File: config.mk
export PLATFORM = sky130hd
export DESIGN_NAME = dds_rgb_stream_decoder
export DESIGN_NICKNAME = d
export VERILOG_FILES = /design/src/rtl/core/ddsdec_pkg.sv /design/src/rtl/core/ddsdec_hdr.sv /design/src/rtl/core/ddsdec_premul.sv /design/src/rtl/core/dds_rgb_stream_decoder.sv
export SDC_FILE = /design/constraint.sdc
export NUM_CORES = 1
export LEC_CHECK = 0
export BUFFER_PORTS_ARGS = -buffer_cell sky130_fd_sc_hd__buf_2
export CAP_MARGIN = 10
export CORE_AREA = 4 4 293 295
export DETAILED_ROUTE_END_ITERATION = 8
export DIE_AREA = 0 0 297 299
export PLACE_DENSITY = 0.5
export SYNTH_ARGS = -nofsm -noshare
export SYNTH_HDL_FRONTEND = slang
export SYNTH_SLANG_ARGS = --single-unit
export TNS_END_PERCENT = 20
File: constraint.sdc
create_clock -name clk_i -period 7.08 [get_ports clk_i]
set_input_delay 1.416 -clock clk_i [delete_from_list [all_inputs] [get_ports clk_i]]
set_output_delay 1.416 -clock clk_i [all_outputs]
set_load 0.03 [all_outputs]
File: src/rtl/core/ddsdec_pkg.sv
// Shared types and constants for the DDS RGB stream decoder.
package ddsdec_pkg;

  typedef enum logic [2:0] {
    ST_PIXEL        = 3'd0,
    ST_NOT_DDS      = 3'd1,
    ST_BAD_HEADER   = 3'd2,
    ST_BAD_FORMAT   = 3'd3,
    ST_BAD_BITCOUNT = 3'd4,
    ST_TRUNCATED    = 3'd5
  } status_e;

  typedef struct packed {
    status_e code;
    logic    four_byte;
    logic    has_alpha;
  } hdr_info_t;

  localparam logic [6:0]  HDR_LAST_POS = 7'd127;
  localparam logic [31:0] DDS_MAGIC    = 32'h2053_4444;
  localparam logic [31:0] HDR_SIZE     = 32'd124;
  localparam logic [31:0] PF_SIZE      = 32'd32;
  localparam logic [31:0] PF_RGB       = 32'h0000_0040;
  localparam logic [31:0] PF_ALPHA     = 32'h0000_0001;
  localparam logic [31:0] MASK_R       = 32'h00FF_0000;
  localparam logic [31:0] MASK_G       = 32'h0000_FF00;
  localparam logic [31:0] MASK_B       = 32'h0000_00FF;
  localparam logic [31:0] MASK_A       = 32'hFF00_0000;
  localparam logic [31:0] BITS_24      = 32'd24;
  localparam logic [31:0] BITS_32      = 32'd32;
  localparam logic [7:0]  ALPHA_OPAQUE = 8'hFF;

endpackage

File: src/rtl/core/ddsdec_hdr.sv
// Header field capture and validity check.
module ddsdec_hdr #(
  parameter int unsigned MAX_DIM = 16384,
  parameter int unsigned DIM_W   = $clog2(MAX_DIM + 1)
) (
  input  logic                  clk_i,
  input  logic                  wr_i,
  input  logic [6:0]            pos_i,
  input  logic [7:0]            byte_i,
  output ddsdec_pkg::hdr_info_t info_o,
  output logic [DIM_W-1:0]      width_o,
  output logic [DIM_W-1:0]      height_o
);
  import ddsdec_pkg::*;

  localparam int unsigned NUM_F   = 11;
  localparam int unsigned F_MAGIC = 0;
  localparam int unsigned F_HSIZE = 1;
  localparam int unsigned F_HGT   = 2;
  localparam int unsigned F_WID   = 3;
  localparam int unsigned F_PFSZ  = 4;
  localparam int unsigned F_FLAGS = 5;
  localparam int unsigned F_BITS  = 6;
  localparam int unsigned F_RMASK = 7;
  localparam int unsigned F_GMASK = 8;
  localparam int unsigned F_BMASK = 9;
  localparam int unsigned F_AMASK = 10;
  localparam logic [4:0] FIELD_WORD [NUM_F] =
    '{5'd0, 5'd1, 5'd3, 5'd4, 5'd19, 5'd20, 5'd22, 5'd23, 5'd24, 5'd25, 5'd26};

  logic [31:0] field_q [NUM_F];
  logic [31:0] max_dim;
  logic        dims_ok;
  logic        fmt_ok;
  logic        bits_ok;

  always_ff @(posedge clk_i) begin
    for (int f = 0; f < NUM_F; f++) begin
      if (wr_i && pos_i[6:2] == FIELD_WORD[f]) begin
        field_q[f][pos_i[1:0]*8 +: 8] <= byte_i;
      end
    end
  end

  assign max_dim = 32'(MAX_DIM);
  assign dims_ok = (field_q[F_WID] != '0) && (field_q[F_WID] <= max_dim) &&
                   (field_q[F_HGT] != '0) && (field_q[F_HGT] <= max_dim);
  assign fmt_ok  = ((field_q[F_FLAGS] & PF_RGB) != '0) &&
                   (field_q[F_RMASK] == MASK_R) && (field_q[F_GMASK] == MASK_G) &&
                   (field_q[F_BMASK] == MASK_B);
  assign bits_ok = (field_q[F_BITS] == BITS_24) || (field_q[F_BITS] == BITS_32);

  always_comb begin
    if (field_q[F_MAGIC] != DDS_MAGIC) begin
      info_o.code = ST_NOT_DDS;
    end else if (field_q[F_HSIZE] != HDR_SIZE || field_q[F_PFSZ] != PF_SIZE ||
                 !dims_ok) begin
      info_o.code = ST_BAD_HEADER;
    end else if (!fmt_ok) begin
      info_o.code = ST_BAD_FORMAT;
    end else if (!bits_ok) begin
      info_o.code = ST_BAD_BITCOUNT;
    end else begin
      info_o.code = ST_PIXEL;
    end
    info_o.four_byte = (field_q[F_BITS] == BITS_32);
    info_o.has_alpha = info_o.four_byte && ((field_q[F_FLAGS] & PF_ALPHA) != '0) &&
                       (field_q[F_AMASK] == MASK_A);
  end

  assign width_o  = field_q[F_WID][DIM_W-1:0];
  assign height_o = field_q[F_HGT][DIM_W-1:0];

endmodule

File: src/rtl/core/ddsdec_premul.sv
// Alpha premultiply of three color channels, c*a/255 truncated.
module ddsdec_premul (
  input  logic       en_i,
  input  logic [7:0] c0_i,
  input  logic [7:0] c1_i,
  input  logic [7:0] c2_i,
  input  logic [7:0] a_i,
  output logic [7:0] c0_o,
  output logic [7:0] c1_o,
  output logic [7:0] c2_o
);

  function automatic logic [7:0] scale(input logic [7:0] c, input logic [7:0] a);
    logic [15:0] p;
    logic [16:0] s;
    p = c * a;
    s = 17'(p) + 17'(p[15:8]) + 17'd1;
    return s[15:8];
  endfunction

  assign c0_o = en_i ? scale(c0_i, a_i) : c0_i;
  assign c1_o = en_i ? scale(c1_i, a_i) : c1_i;
  assign c2_o = en_i ? scale(c2_i, a_i) : c2_i;

endmodule

File: src/rtl/core/dds_rgb_stream_decoder.sv
// Top level of the DDS RGB stream decoder: byte stream in, BGRA pixels out.
//
//  channel  | dir | tdata                          | tuser                 | tlast
//  s_axis   | in  | [7:0] data_byte                | -                     | end_of_file
//  m_axis   | out | b,g,r,a,pixel_x,pixel_y (64b)  | has_alpha, status     | last_pixel
//
// One byte per cycle while the output is not stalled; input and result are registered.
// The header takes 128 items; a pixel result follows its last byte (3 or 4 per pixel).
// Reset returns to the header phase; no clearing pass is needed.
// A stalled output holds its result and stops input until that result is taken.
module dds_rgb_stream_decoder #(
  parameter int unsigned MAX_DIM = 16384
) (
  input  logic        clk_i,
  input  logic        rst_ni,
  input  logic        s_axis_tvalid,
  output logic        s_axis_tready,
  input  logic [7:0]  s_axis_tdata,   // [7:0] data_byte
  input  logic        s_axis_tlast,   // end_of_file
  output logic        m_axis_tvalid,
  input  logic        m_axis_tready,
  output logic [63:0] m_axis_tdata,   // [7:0] blue, [15:8] green, [23:16] red,
                                      // [31:24] alpha, [45:32] pixel_x,
                                      // [59:46] pixel_y, [63:60] zero
  output logic [3:0]  m_axis_tuser,   // [0] image_has_alpha, [3:1] status
  output logic        m_axis_tlast    // last_pixel
);
  import ddsdec_pkg::*;

  localparam int unsigned DIM_W = $clog2(MAX_DIM + 1);
  localparam logic [1:0] PH_HEADER = 2'd0;
  localparam logic [1:0] PH_PIXELS = 2'd1;
  localparam logic [1:0] PH_SKIP   = 2'd2;

  logic              in_valid_q;
  logic [7:0]        in_byte_q;
  logic              in_eof_q;
  logic              adv;
  logic              fire;

  logic [1:0]        phase_q, phase_d;
  logic [6:0]        pos_q, pos_d;
  logic [23:0]       pix_q, pix_d;
  logic [1:0]        bip_q, bip_d;
  logic [DIM_W-1:0]  col_q, col_d;
  logic [DIM_W-1:0]  row_q, row_d;

  hdr_info_t         info;
  logic [DIM_W-1:0]  width;
  logic [DIM_W-1:0]  height;
  logic              hdr_wr;

  logic [23:0]       pix_cur;
  logic [7:0]        alpha_in;
  logic [7:0]        pc0, pc1, pc2;
  logic [DIM_W:0]    col_inc;
  logic [DIM_W:0]    row_inc;
  logic              last;
  logic [31:0]       col_ext;
  logic [31:0]       row_ext;

  logic              res_valid;
  logic [63:0]       res_data;
  logic [3:0]        res_user;
  logic              res_last;

  logic              out_valid_q;
  logic [63:0]       out_data_q;
  logic [3:0]        out_user_q;
  logic              out_last_q;

  assign adv           = !out_valid_q || m_axis_tready;
  assign fire          = in_valid_q && adv;
  assign s_axis_tready = !in_valid_q || adv;
  assign hdr_wr        = fire && (phase_q == PH_HEADER);

  ddsdec_hdr #(.MAX_DIM(MAX_DIM), .DIM_W(DIM_W)) u_hdr (
    .clk_i   (clk_i),
    .wr_i    (hdr_wr),
    .pos_i   (pos_q),
    .byte_i  (in_byte_q),
    .info_o  (info),
    .width_o (width),
    .height_o(height)
  );

  always_comb begin
    pix_cur = pix_q;
    if (bip_q != 2'd3) begin
      pix_cur[bip_q*8 +: 8] = in_byte_q;
    end
  end

  assign alpha_in = (bip_q == 2'd3) ? in_byte_q : ALPHA_OPAQUE;

  ddsdec_premul u_premul (
    .en_i(info.has_alpha),
    .c0_i(pix_cur[7:0]),
    .c1_i(pix_cur[15:8]),
    .c2_i(pix_cur[23:16]),
    .a_i (alpha_in),
    .c0_o(pc0),
    .c1_o(pc1),
    .c2_o(pc2)
  );

  assign col_inc = {1'b0, col_q} + 1'b1;
  assign row_inc = {1'b0, row_q} + 1'b1;
  assign last    = (col_inc == {1'b0, width}) && (row_inc == {1'b0, height});
  assign col_ext = 32'(col_q);
  assign row_ext = 32'(row_q);

  always_comb begin
    logic done;
    done      = 1'b0;
    phase_d   = phase_q;
    pos_d     = pos_q;
    pix_d     = pix_q;
    bip_d     = bip_q;
    col_d     = col_q;
    row_d     = row_q;
    res_valid = 1'b0;
    res_data  = '0;
    res_user  = '0;
    res_last  = 1'b0;
    if (fire) begin
      unique case (phase_q)
        PH_HEADER: begin
          if (pos_q == HDR_LAST_POS) begin
            if (info.code != ST_PIXEL) begin
              res_valid = 1'b1;
              res_user  = {info.code, 1'b0};
              phase_d   = PH_SKIP;
            end else if (in_eof_q) begin
              res_valid = 1'b1;
              res_user  = {ST_TRUNCATED, 1'b0};
              phase_d   = PH_SKIP;
            end else begin
              phase_d = PH_PIXELS;
              pix_d   = '0;
              bip_d   = '0;
              col_d   = '0;
              row_d   = '0;
            end
          end else begin
            pos_d = pos_q + 7'd1;
            if (in_eof_q) begin
              res_valid = 1'b1;
              res_user  = {ST_NOT_DDS, 1'b0};
            end
          end
        end
        PH_PIXELS: begin
          done = (bip_q == 2'd3) || (bip_q == 2'd2 && !info.four_byte);
          if (done) begin
            res_valid = 1'b1;
            if (in_eof_q && !last) begin
              res_user = {ST_TRUNCATED, 1'b0};
            end else begin
              res_data = {4'b0, row_ext[13:0], col_ext[13:0],
                          info.has_alpha ? alpha_in : ALPHA_OPAQUE, pc2, pc1, pc0};
              res_user = {ST_PIXEL, info.has_alpha};
              res_last = last;
            end
            pix_d = '0;
            bip_d = '0;
            if (col_inc >= {1'b0, width}) begin
              col_d = '0;
              row_d = row_inc[DIM_W-1:0];
            end else begin
              col_d = col_inc[DIM_W-1:0];
            end
            if (last) begin
              phase_d = PH_SKIP;
            end
          end else begin
            pix_d = pix_cur;
            bip_d = bip_q + 2'd1;
            if (in_eof_q) begin
              res_valid = 1'b1;
              res_user  = {ST_TRUNCATED, 1'b0};
            end
          end
        end
        PH_SKIP: begin
        end
        default: begin
          phase_d = PH_SKIP;
        end
      endcase
      if (in_eof_q) begin
        phase_d = PH_HEADER;
        pos_d   = '0;
        pix_d   = '0;
        bip_d   = '0;
        col_d   = '0;
        row_d   = '0;
      end
    end
  end

  always_ff @(posedge clk_i or negedge rst_ni) begin
    if (!rst_ni) begin
      in_valid_q  <= 1'b0;
      out_valid_q <= 1'b0;
      phase_q     <= PH_HEADER;
      pos_q       <= '0;
      pix_q       <= '0;
      bip_q       <= '0;
      col_q       <= '0;
      row_q       <= '0;
    end else begin
      if (s_axis_tready) begin
        in_valid_q <= s_axis_tvalid;
      end
      if (adv) begin
        out_valid_q <= res_valid;
      end
      phase_q <= phase_d;
      pos_q   <= pos_d;
      pix_q   <= pix_d;
      bip_q   <= bip_d;
      col_q   <= col_d;
      row_q   <= row_d;
    end
  end

  always_ff @(posedge clk_i) begin
    if (s_axis_tready && s_axis_tvalid) begin
      in_byte_q <= s_axis_tdata;
      in_eof_q  <= s_axis_tlast;
    end
    if (adv && res_valid) begin
      out_data_q <= res_data;
      out_user_q <= res_user;
      out_last_q <= res_last;
    end
  end

  assign m_axis_tvalid = out_valid_q;
  assign m_axis_tdata  = out_data_q;
  assign m_axis_tuser  = out_user_q;
  assign m_axis_tlast  = out_last_q;

endmodule

=== Word-level counts from Yosys, hierarchy flattened ===
Memory sizes are Yosys's and may differ from the RTL's.
Cells that the tools add are included.

* Bits in registers: 145
* Output and inout port bits: 71
* Input port bits: 13
* Memories: 1
* RAM bits: 352

{| class="wikitable"
|+ Memories
! memory !! depth !! bits a word !! rd ports !! clocked after memory_dff !! write ports !! RTL line !! RTL
|-
| u_hdr.field_q || 11 || 32 || 11 || 0 || 1 || ddsdec_hdr.sv:31 || <nowiki>logic [31:0] field_q [NUM_F];</nowiki>
|}

* Bitwise logic cells: 3
* Magnitude comparators: 3
* Muxes and demuxes: 105
* Equal/unequal tests: 34
* Shifts and indexed selects: 4
* Reductions and logical operators: 61
* $add $sub $neg: 12
* $mul: 3

{| class="wikitable"
|+ Operators by type and width
! cell !! count
|-
| two-way mux 32 bit || 31
|-
| OR reduction 32 bit || 10
|-
| two-way mux 15 bit || 8
|-
| two-way mux 24 bit || 5
|-
| negator 5 -> 34 bit || 2
|-
| less-or-equal comparator 32 x 15 -> 1 bit (second input constant) || 2
|-
| nonzero test 32 bit || 2
|-
| two-way mux 4 bit || 15
|-
| case mux 15 bit (2 select lines) || 2
|-
| adder 16 x 1 -> 16 bit (second input constant) || 3
|-
| adder 16 x 8 -> 16 bit || 3
|-
| multiplier 8 x 8 -> 16 bit || 3
|-
| case mux 24 bit (2 select lines) || 1
|-
| two-way mux 8 bit || 5
|-
| == test 5 bit (second input constant) || 7
|-
| variable shift 8 x 34 -> 24 bit (first input constant) || 1
|-
| variable shift 8 x 34 -> 32 bit (first input constant) || 1
|-
| indexed part select 8 x 34 -> 24 bit || 1
|-
| indexed part select 8 x 34 -> 32 bit || 1
|-
| adder 15 x 1 -> 16 bit (second input constant) || 2
|-
| == test 16 x 15 -> 1 bit || 2
|-
| == test 32 x 16 -> 1 bit (second input constant) || 1
|-
| == test 32 x 24 -> 1 bit (second input constant) || 1
|-
| == test 32 bit (second input constant) || 1
|-
| other kinds (40) || 115
|}

=== Logic depth before layout (Yosys ltp) ===
* Depth after elaboration: 18
* Mapped depth: 33

=== By module ===
From an unflattened synthesis, not the netlist that was laid out.

* Cells, all modules: 2244
* Area total of the unflattened synthesis: 26964.6 µm²

{| class="wikitable"
|+ Modules (own cells, without submodules)
! module !! sequential area each (µm²) !! area an instance (µm²) !! cells each !! times used
|-
| ddsdec_hdr || 9669.3 || 11402.2 || 586 || 1
|-
| ddsdec_premul || 0.0 || 7886.3 || 950 || 1
|-
| dds_rgb_stream_decoder || 3898.7 || 7676.1 || 708 || 1
|}

=== Least setup slack after synthesis ===
OpenSTA, ideal clock, no wires.

* Kind: register to register
* From: register bip_q[0]
* To: register out_data_q[15], in the netlist m_axis_tdata[15] (data pin)
* Setup time: 0.285 ns
* Cell stages (with the launch flop): 32
* Setup slack: -0.653 ns
* Data arrival time: 7.448 ns
* Path through: dfrtp_1 -> ha_1 -> nand2b_1 -> clkbuf_1 -> nor3_1 -> a22oi_1 -> or2_2 -> fa_1 -> inv_1 -> fa_1 -> fa_1 -> inv_1 -> fa_1 -> inv_1 -> ha_1 -> o21a_1 -> o21ai_0 -> a21oi_1 -> a31o_2 -> a21oi_1 -> xor2_1 -> inv_1 -> ha_1 -> a211oi_1 -> nand2_1 -> o221a_2 -> o221ai_1 -> nor3b_1 -> nand4_1 -> nor2_1 -> mux2i_1 -> a211oi_1

* Longest elaborated chain between the ends: 8
* Elaborated cells on any way between the ends: 17
* Classes of those cells: add/sub (3); mul (1); eq/ne (3); shift (2); mux (4); bitwise (1); reduce/logical (3)

{| class="wikitable"
|+ Ends and longest elaborated chain
! item !! RTL line !! RTL
|-
| start, declared || dds_rgb_stream_decoder.sv:44 || <nowiki>logic [1:0] bip_q, bip_d;</nowiki>
|-
| start signal, assigned || dds_rgb_stream_decoder.sv:222 || <nowiki>bip_q <= bip_d;</nowiki>
|-
| negator 5 -> 34 bit || dds_rgb_stream_decoder.sv:90 || <nowiki>pix_cur[bip_q*8 +: 8] = in_byte_q;</nowiki>
|-
| indexed part select 8 x 34 -> 24 bit / variable shift 8 x 34 -> 24 bit (equally long branches) || dds_rgb_stream_decoder.sv:90 ||
|-
| bitwise mux 24 bit || dds_rgb_stream_decoder.sv:90 ||
|-
| two-way mux 24 bit || dds_rgb_stream_decoder.sv:89 || <nowiki>if (bip_q != 2'd3) begin</nowiki>
|-
| multiplier 8 x 8 -> 16 bit || ddsdec_premul.sv:16 || <nowiki>p = c * a;</nowiki>
|-
| adder 16 x 8 -> 16 bit || ddsdec_premul.sv:17 || <nowiki>s = 17'(p) + 17'(p[15:8]) + 17'd1;</nowiki>
|-
| adder 16 x 1 -> 16 bit || ddsdec_premul.sv:17 ||
|-
| two-way mux 8 bit || ddsdec_premul.sv:22 || <nowiki>assign c1_o = en_i ? scale(c1_i, a_i) : c1_i;</nowiki>
|-
| end signal, assigned || dds_rgb_stream_decoder.sv:234 || <nowiki>out_data_q <= res_data;</nowiki>
|-
| end, declared || dds_rgb_stream_decoder.sv:68 || <nowiki>logic [63:0] out_data_q;</nowiki>
|}

Several ways; a longest one is shown, not always the timed one.
A chain may end at the register's enable or synchronous reset.

=== Worst setup path in the final report ===
* From: register bip_q[1]
* To: register out_data_q[15], in the netlist m_axis_tdata[15] (data pin)

Same word-level chain as after synthesis.

==> out/metrics.csv <==
stage,metric,value,unit
cells_and_area,area added between synthesis and finish,21.8,%
hold_path,Hold Crit Class,flip-flop to flip-flop,
grt,first-pass GRT wire length,109,mm
setup_path,Worst EP required,7.41,ns
setup_path,CP max FO,5,
sta,WHS,0.491,ns
logic_synthesis,Syn Inst Count,2158,
clock_tree,hold_buf cts,0,
pwr,P_sw,2.76,mW
setup_path,crit path capture type,flip-flop,
grt,largest net degree at the start of global routing,68,
cells_and_area,fraction of final layout cells with drive strength greater than 1,22.4,%
floorplan,chip width,297,µm
setup_path,WS Path Type,flip-flop to flip-flop,
grt,vias in the first global route,18400,
setup_path,slowest CP cell,fa_2,
sta,Period minus WS final,6.99,ns
pwr,Comb pwr share,32.9,%
detailed_routing,wire length per cell,19.9,µm
logic_synthesis,Synth Warn #,0,
sta,TNS Setup,0,ns
pwr,PD cells,279,nW/µm²
sta,fin crit share,98.7,%
logic_synthesis,ys flop type,edfxtp_1,
logic_synthesis,"Seq/Total Area, Yosys",52.9,%
logic_synthesis,ys async rst share,14.5,%
logic_synthesis,register bit total from synthesis,463,
sta,Setup Viol. Count Final,0,
grt,antenna violations before repair,3,
flow_run,maxcap violations,0,
placement,HPWL Detailed,49.9,mm
logic_synthesis,Post-synth EDFFs,396,
cells_and_area,ANT cells,0,
floorplan,Die Y,299,µm
sta,Max transition margin,22.8,%
detailed_routing,DR pass1 iterations,5,
sta,Peak Freq,143,MHz
grt,GRT Total Usage,15.6,%
floorplan,Die Area,88800,µm²
sta,Worst Skew,0.0369,ns
pwr,Pint,5.96,mW
detailed_routing,Antenna Violating Nets Remaining,0,
pwr,Static Leak,13.0,nW
detailed_routing,DR iter-0 viols,1016,
setup_path,Setup crit start kind,flip-flop,
setup_path,max incr delay on CP,0.52,ns
sta,Pins Over Slew Limit,0,
cells_and_area,fillcell total,8007,
sta,Fin. Hold Viols,0,
detailed_routing,drt via density,4.98,
pwr,clock group share of total power,31.5,%
logic_synthesis,Mapped Area,25600,µm²
floorplan,Starting Density,30.8,%
placement,I/O Buffers,79,
logic_synthesis,post-synthesis area per instance,11.9,µm²
detailed_routing,DR DRC count,0,
logic_synthesis,most frequent cell after synthesis,edfxtp_1,
logic_synthesis,commonest cells in the netlist,"edfxtp_1 (396), nor2_1 (257), inv_1 (207), ha_1 (156), fa_1 (108)",
pwr,sw frac,31.7,%
floorplan,I/O pin cnt,84,
pwr,Peak VDD IR,0.649,mV
floorplan,std cell rows,106,
floorplan,core area,83200,µm²
pwr,sequential share of power,35.6,%
cells_and_area,Seq. cell area,13600,µm²
clock_tree,clk sinks,463,
cells_and_area,final design utilization,37.6,%
grt,grt total ovfl,0,
clock_tree,clk_lat worst skew,0.63,ns
clock_tree,CTS tree,yes,
clock_tree,worst-case clock buffer depth,3,
logic_synthesis,Yosys top cell by area,edfxtp_1,
clock_tree,CTS root buffer,clkbuf_16,
sta,RSZ-0062 raised after global routing,yes,
clock_tree,H-Tree Depth,2,
detailed_routing,Post-Route WL,70.4,mm
clock_tree,CTS buffer count,51,
cells_and_area,NumNets Final,2700,
outcome,status,"finished, final reports clean",
detailed_routing,via count,17700,
logic_synthesis,Synth cell types,82,
logic_synthesis,dominant cells by area after synthesis,"edfxtp_1 (46%), fa_1 (8.4%), ha_1 (7.6%)",
clock_tree,Clock Pin Slew Worst Setup and Hold Paths,0.06,ns
logic_synthesis,share of the synthesized area in the top cell type,46.4,%
sta,slew at the pin closest to its max-slew limit,1.15,ns
pwr,Tot Pwr,8.72,mW
placement,placer congestion estimate,0.853,
cells_and_area,footprint of the multi-input gates,11700,µm²
setup_path,arrival time worst endpoint,7.31,ns
what timing repair did:
action / in CTS / in global routing
pin swaps: 25 / 100
gates cloned: 1 / 0
resized for setup: 30 / 127
setup buffers: 9 / 37
setup endpoints to repair: 15 / 24
hold endpoints to repair: 0 / 0
registers in the layout, indices dropped and copies added (netlist names), 2 cells and up:
signal and count:
col_q 15, bip_q 2, m_axis_tuser 4, pix_q 24, pos_q 7, phase_q 2, row_q 15, in_byte_q 8
u_hdr.field_q 322, m_axis_tdata 60
cell families (layout without fill, tap and decap cells):
| group | after synthesis | count (layout) | share of synthesized area [%] |
|---|---|---|---|
| xor+xnor | 91 | 91 | 3.16 |
| fa+ha+maj | 264 | 264 | 16.0 |
| compound gates | 298 | 298 | 8.22 |
| mux | 8 | 8 | 0.332 |
| simple gates | 747 | 747 | 15.0 |
| flops | 463 | 463 | 52.9 |
| buf+inv | 286 | 590 | 4.29 |
| other cells | 1 | 4 | 0.0146 |
cell usage in the layout, fill, tap and decap left out, types with 15 or more instances in the layout:
master     count
nor2_2        20
buf_2         80
nand4_1       34
inv_1        196
a21oi_1       59
xor2_1        37
or2_2         25
nor2_1       234
clkbuf_16     51
buf_6         15
o21ai_0       26
ha_4          18
fa_1         104
o2bb2ai_1     21
nor3_1        45
ha_1         133
nor4_1        57
a21o_1        16
buf_4        190
xnor2_1       49
o21ai_1       17
and2_1        87
nand2_1       72
edfxtp_1     396
nand3_1       39
nand2b_1      23
dfrtp_1       65
a22oi_2       18
nor4b_1       17
critical path: cells and delay by family, from the launching register on:
family                   cells  cell delay, ns
adder cells (fa/ha/maj)      7            2.73
AO/OA/AOI/OAI                9            1.59
buffers and inverters       10            0.88
AND/OR/NAND/NOR              5            0.82
flip-flops                   1            0.46
multiplexers                 1            0.23
power by group through the flow:
| stage | clock (mW) | sequential, mW | combinational (mW) |
|---|---|---|---|
| after global placement | 0 | 3.17 | 2.61 |
| after CTS | 2.81 | 3.11 | 2.70 |
| after detailed placement | 0 | 3.17 | 2.64 |
| final | 2.74 | 3.11 | 2.87 |
| after global routing | 2.93 | 3.11 | 3.18 |
| after floorplan | 0 | 3.21 | 1.55 |
per-stage QoR:
stage               setup slack [ns]  area [µm²]  cells
floorplan                   -0.00668       25800   2161
global placement              -0.145       28400   3401
detailed placement            -0.166       28400   3401
CTS                         -0.00133       30400   3506
global route                  -0.209       31200   3545
finish                        0.0941       31200   3545
path summary, 6_finish.rpt:
check                                startpoint                        endpoint  slack, ns  cells past startpoint
max                        bip_q[1]$_DFFE_PN0P_  m_axis_tdata[15]$_SDFFCE_PP0P_       0.09                     32
min                        pix_q[7]$_DFFE_PN0P_            pix_q[7]$_DFFE_PN0P_       0.49                      1
max reg2reg                bip_q[1]$_DFFE_PN0P_  m_axis_tdata[15]$_SDFFCE_PP0P_       0.09                     32
min reg2reg                pix_q[7]$_DFFE_PN0P_            pix_q[7]$_DFFE_PN0P_       0.49                      1
max in group asynchronous                rst_ni            bip_q[0]$_DFFE_PN0P_       5.39                      1
min in group asynchronous                rst_ni            row_q[9]$_DFFE_PN0P_       0.98                      1
routing by layer:
layer	part of all wire [%]	track usage, %	vias up
met5	0	0	-
met4	2.6	4.41	0
met3	4.3	1.97	100
met2	49	26.9	384
met1	45	20.7	8942
li1	-	-	8235
cell type report:
type / count / share of cell area [%]
Clock buffer: 60 / 4.32
Sequential cell: 463 / 43.5
Inverter: 208 / 2.51
Tap cell: 1080 / 4.33
Multi-Input combinational cell: 1412 / 37.6
Timing Repair Buffer: 287 / 6.52
Clock inverter: 35 / 1.30
Power figures use the tool's default switching activity.
